$ cat src/hw/rtl/chte_pkg.sv
package chte_pkg;

  // Field widths fixed by the item format
  localparam int KEY_W  = 31;
  localparam int ROOM_W = 16;
  localparam int HDL_W  = 16;

  // Operation codes
  localparam logic [1:0] OP_INSERT = 2'd0;
  localparam logic [1:0] OP_LOOKUP = 2'd1;
  localparam logic [1:0] OP_DELETE = 2'd2;

  // Result status codes
  localparam logic [1:0] STATUS_OK        = 2'd0;
  localparam logic [1:0] STATUS_DUPLICATE = 2'd1;
  localparam logic [1:0] STATUS_NOT_FOUND = 2'd2;
  localparam logic [1:0] STATUS_POOL_FULL = 2'd3;

  // Commands from the controller to the datapath
  typedef struct packed {
    logic       clr_wr;
    logic       load_item;
    logic       head_take;
    logic       walk_next;
    logic       hit_take;
    logic       free_rd;
    logic       alloc;
    logic       del_unlink;
    logic       del_free;
    logic       load_out;
    logic       res_found;
    logic [1:0] res_status;
  } chte_cmd_t;

  // Status from the datapath to the controller
  typedef struct packed {
    logic       clr_last;
    logic       hash_done;
    logic       cur_ok;
    logic       key_match;
    logic       free_avail;
    logic       fresh_avail;
    logic       out_free;
    logic [1:0] op;
  } chte_sts_t;

endpackage

$ cat src/hw/rtl/chte_ctrl.sv
module chte_ctrl (
  input  logic                clk,
  input  logic                rst,
  input  logic                in_valid,
  output logic                in_stall,
  input  chte_pkg::chte_sts_t sts,
  output chte_pkg::chte_cmd_t cmd
);

  typedef enum logic [3:0] {
    S_CLEAR,
    S_IDLE,
    S_HASH,
    S_HEAD,
    S_CMP,
    S_FREE_RD,
    S_ALLOC,
    S_DEL_UNLINK,
    S_DEL_FREE,
    S_DONE
  } state_t;

  state_t     state;
  logic [1:0] res_status;
  logic       res_found;

  assign in_stall = (state != S_IDLE);

  // Decode commands from the current state
  always_comb begin
    cmd            = '0;
    cmd.res_status = res_status;
    cmd.res_found  = res_found;
    unique case (state)
      S_CLEAR:      cmd.clr_wr     = 1'b1;
      S_IDLE:       cmd.load_item  = in_valid;
      S_HEAD:       cmd.head_take  = 1'b1;
      S_CMP: begin
        cmd.walk_next = sts.cur_ok && !sts.key_match;
        cmd.hit_take  = sts.key_match;
      end
      S_FREE_RD:    cmd.free_rd    = 1'b1;
      S_ALLOC:      cmd.alloc      = 1'b1;
      S_DEL_UNLINK: cmd.del_unlink = 1'b1;
      S_DEL_FREE:   cmd.del_free   = 1'b1;
      S_DONE:       cmd.load_out   = sts.out_free;
      default:      cmd.load_out   = 1'b0;
    endcase
  end

  // Sequence one item: hash, fetch head, walk the chain, act, report
  always_ff @(posedge clk) begin
    if (rst) begin
      state      <= S_CLEAR;
      res_status <= chte_pkg::STATUS_NOT_FOUND;
      res_found  <= 1'b0;
    end else begin
      unique case (state)
        S_CLEAR: if (sts.clr_last) state <= S_IDLE;
        S_IDLE: begin
          if (in_valid) begin
            res_found <= 1'b0;
            state     <= S_HASH;
          end
        end
        S_HASH: if (sts.hash_done) state <= S_HEAD;
        S_HEAD: state <= S_CMP;
        S_CMP: begin
          if (sts.key_match) begin
            priority case (sts.op)
              chte_pkg::OP_INSERT: begin
                res_status <= chte_pkg::STATUS_DUPLICATE;
                state      <= S_DONE;
              end
              chte_pkg::OP_LOOKUP: begin
                res_status <= chte_pkg::STATUS_OK;
                res_found  <= 1'b1;
                state      <= S_DONE;
              end
              chte_pkg::OP_DELETE: state <= S_DEL_UNLINK;
              default: begin
                res_status <= chte_pkg::STATUS_NOT_FOUND;
                state      <= S_DONE;
              end
            endcase
          end else if (!sts.cur_ok) begin
            if (sts.op == chte_pkg::OP_INSERT) begin
              priority if (sts.free_avail) begin
                state <= S_FREE_RD;
              end else if (sts.fresh_avail) begin
                state <= S_ALLOC;
              end else begin
                res_status <= chte_pkg::STATUS_POOL_FULL;
                state      <= S_DONE;
              end
            end else begin
              res_status <= chte_pkg::STATUS_NOT_FOUND;
              state      <= S_DONE;
            end
          end
        end
        S_FREE_RD: state <= S_ALLOC;
        S_ALLOC: begin
          res_status <= chte_pkg::STATUS_OK;
          state      <= S_DONE;
        end
        S_DEL_UNLINK: state <= S_DEL_FREE;
        S_DEL_FREE: begin
          res_status <= chte_pkg::STATUS_OK;
          state      <= S_DONE;
        end
        S_DONE: if (sts.out_free) state <= S_IDLE;
        default: state <= S_IDLE;
      endcase
    end
  end

endmodule

$ cat config.mk
export PLATFORM = sky130hd
export DESIGN_NAME = chte_ctrl
export DESIGN_NICKNAME = d
export VERILOG_FILES = /design/src/hw/rtl/chte_pkg.sv /design/src/hw/rtl/chte_ctrl.sv
export SDC_FILE = /design/constraint.sdc
export NUM_CORES = 1
export LEC_CHECK = 0
export BUFFER_PORTS_ARGS = -buffer_cell sky130_fd_sc_hd__buf_2
export CAP_MARGIN = 30
export CORE_MARGIN = 3
export CORE_UTILIZATION = 45
export DETAILED_ROUTE_END_ITERATION = 8
export PLACE_DENSITY = 0.78
export SLEW_MARGIN = 30
export SYNTH_ARGS = -nofsm -noshare
export SYNTH_HDL_FRONTEND = slang
export SYNTH_SLANG_ARGS = --single-unit
$ cat constraint.sdc
create_clock -name clk -period 1.9 [get_ports clk]
set_input_delay 0.19 -clock clk [delete_from_list [all_inputs] [get_ports clk]]
set_output_delay 0.19 -clock clk [all_outputs]
set_load 0.02 [all_outputs]
==> flow_summary_export.csv <==
group,metric,value,unit
status,status,"complete, no violations",
sta,holdWs,0.1878,ns
layout,fillers,109,
floorplanning,die_h,42.46,um
floorplanning,die_area,1802,um2
synthesis,synth.avg_cell_area,6.954,um2
drt,drtPass1Iterations,4,
global_routing,grt_pass1_vias,592,
critical_path,path_class,"register to output port",
synthesis,synth_top_area_frac,0.2343,
synthesis,synth_edf_count,0,
sta,hold_violations,0,
clock_tree,cts_sinks,7,
synthesis,ys.warnings.count,0,
sta,slew_viol_final,0,
synthesis,ys.flop_type,"dfxtp_1",
critical_path,cp_max_fo,11,
sta,slew_headroom,0.5901,
clock_tree,cts.clk_slew.worst_paths,0.07,ns
layout,final_core_util,0.6389,
sta,final.setup.tns,0,ns
drt,num_vias,725,
sta,setup_viol,0,
critical_path,r2r-start,"state[2]$_SDFFE_PP0P_",
clock_tree,cts_buffers,3,
drt,vias_per_cell,5.800,
power,powerDensity,576.9,nW/um2
layout,drive_above_1_share,0.3423,
synthesis,ys_ff_latch,7,
placed_design,place_inst,121,
drt,ant_nets,0,
global_routing,grt_overflow,0,
power,p_leak,0.3754,nW
critical_path,worstSetupStartpoint,"state[2]$_SDFFE_PP0P_",
synthesis,netlist_instances,86,
layout,antennaDiodeCount,0,
critical_path,slowest_stage,"dfxtp_2",
synthesis,synth_top_area_cell,"dfxtp_1",
placed_design,dp_hpwl,1235,um
drt,drt-total-wl,1610,um
floorplanning,ios,26,
global_routing,antenna_found_initial,0,
placed_design,port_buffers,25,
floorplanning,coreArea,1171,um2
global_routing,grt_usage,0.1852,
critical_path,crit_chain,"nor2b_1, nand3_1, inv_1, buf_2",
clock_tree,clk_latency,0.26,ns
layout,syn_to_final_growth,25.10,%
synthesis,syn_area,598.1,um2
synthesis,yosysMostFrequentCell,"nor2_1",
drt,drtIter0Drc,46,
layout,final_cells,125,
hold_path,hold_path_startpoint,"sts[8]",
critical_path,slowest_delay,0.43,ns
placed_design,gp_congestion,0.8853,
clock_tree,cts.path.max_buffers,2,
clock_tree,htreeDepth,1,
synthesis,synthArstFlopShare,0,
sta,finalClockSkew,0.01015,ns
flow_run,cap_violations,0,
layout,final_nets,124,
synthesis,synthDistinctLibCells,35,
drt,wl_per_cell,12.88,um
drt,drc,0,
critical_path,endpoint_kind,"output port",
synthesis,seq_area_frac_synth,0.2343,
synthesis,synthesis.nets,98,
critical_path,critPathBufInv,2,
clock_tree,postCtsSetupRepairBufs,0,
global_routing,grt_max_degree,12,
synthesis,synth_common_cells,"nor2_1, nand2_1, inv_1",
clock_tree,cts_tree,"yes",
sta,finalCritPeriodShare,0.9015,
power,ir_drop,0.3643,mV
sta,period_needed,1.713,ns
critical_path,worstPathArrival,1.52,ns
clock_tree,root_buffer,"clkbuf_4",
sta,fmax,583.8,MHz
floorplanning,initial_core_util,0.5107,
synthesis,ys_top_cells_by_area,"dfxtp_1, nor2_1, nand2_1, inv_1, nor3_1",
sta,rsz0062_at_grt,"false",
hold_path,hp-class,"input port to register",
sta,worstMarginPinSlew,0.6072,ns
critical_path,required,1.71,ns
critical_path,crit_family,"simple AND/OR/NAND/NOR gates",
floorplanning,dieWidth,42.46,um
floorplanning,rows,12,
critical_path,cp-start-kind,"register",
global_routing,grt_pass1_wl,2642,um
[where the power goes]
| group | internal [mW] | leakage (nW) | switching (mW) |
|---|---|---|---|
| clock | 0.0807 | 0.0150 | 0.0640 |
| sequential | 0.151 | 0.0572 | 0.00755 |
| combinational | 0.0556 | 0.303 | 0.0726 |
[tightest hold or removal path: cells and delay by family]
family	cells	cell delay, ns
compound gates	1	0.06
buf+inv	2	0.15
[cell families (layout without fill, tap and decap cells)]
family                 after synthesis  in the layout  synth area share
flip-flops                           7              7            0.2343
AND/OR/NAND/NOR                     42             42            0.3557
AO/OA/AOI/OAI                       22             22            0.2887
buffers and inverters               15             40            0.1213
[timing repair]
item	4_1_cts	5_1_grt
hold buffers	0	0
gates resized for setup	0	1
hold endpoints to repair	0	0
endpoints found under the setup margin	0	1
[layer usage]
layer  vias up  share of wire  track usage
met5         -              0            0
met4         0          0.013      0.05590
met3         4          0.095      0.03004
met2        45           0.45       0.2888
met1       321           0.44       0.2577
li1        355              -            -
[sequential cells by signal, indices dropped and copies added (netlist names)]
name,cells
res_found,1
state,4
res_status,2
[cell type report]
cell class	instances	area [um2]	area share
multi-input combinational	64	385.4	0.5151
timing repair buffer	28	147.6	0.1973
tap	14	17.52	0.02341
clock buffer	4	26.28	0.03512
sequential	7	141.4	0.1890
inverter	8	30.03	0.04013
[metrics by stage]
stage               total power, mW  setup WS, ns  area [um2]
global route                 0.4550       0.05729       748.2
finish                       0.4317        0.1872       748.2
CTS                          0.4267        0.1246       747.0
floorplan                    0.2489        0.2621       598.1
detailed placement           0.2882        0.2559       720.7
global placement             0.2851        0.3699       720.7
[cells in the final DEF (no fill, tap or decap), types with 3 or more instances in the layout]
master	n
buf_4	3
o21ai_0	3
nor2b_1	3
clkbuf_4	3
nand2_1	11
a21oi_1	3
inv_1	8
dfxtp_1	6
nor3_1	4
nor2_1	13
buf_2	25
[final timing paths]
| kind | slack [ns] | endpoint | cells past startpoint |
|---|---|---|---|
| hold reg to reg | 0.47 | res_status[1]$_SDFFE_PP1P_ | 2 |
| setup reg to reg | 0.31 | state[0]$_SDFFE_PP0P_ | 4 |
| setup / recovery | 0.19 | cmd[9] | 4 |
| hold / removal | 0.19 | state[0]$_SDFFE_PP0P_ | 3 |
(Power assumes the default switching activity.)
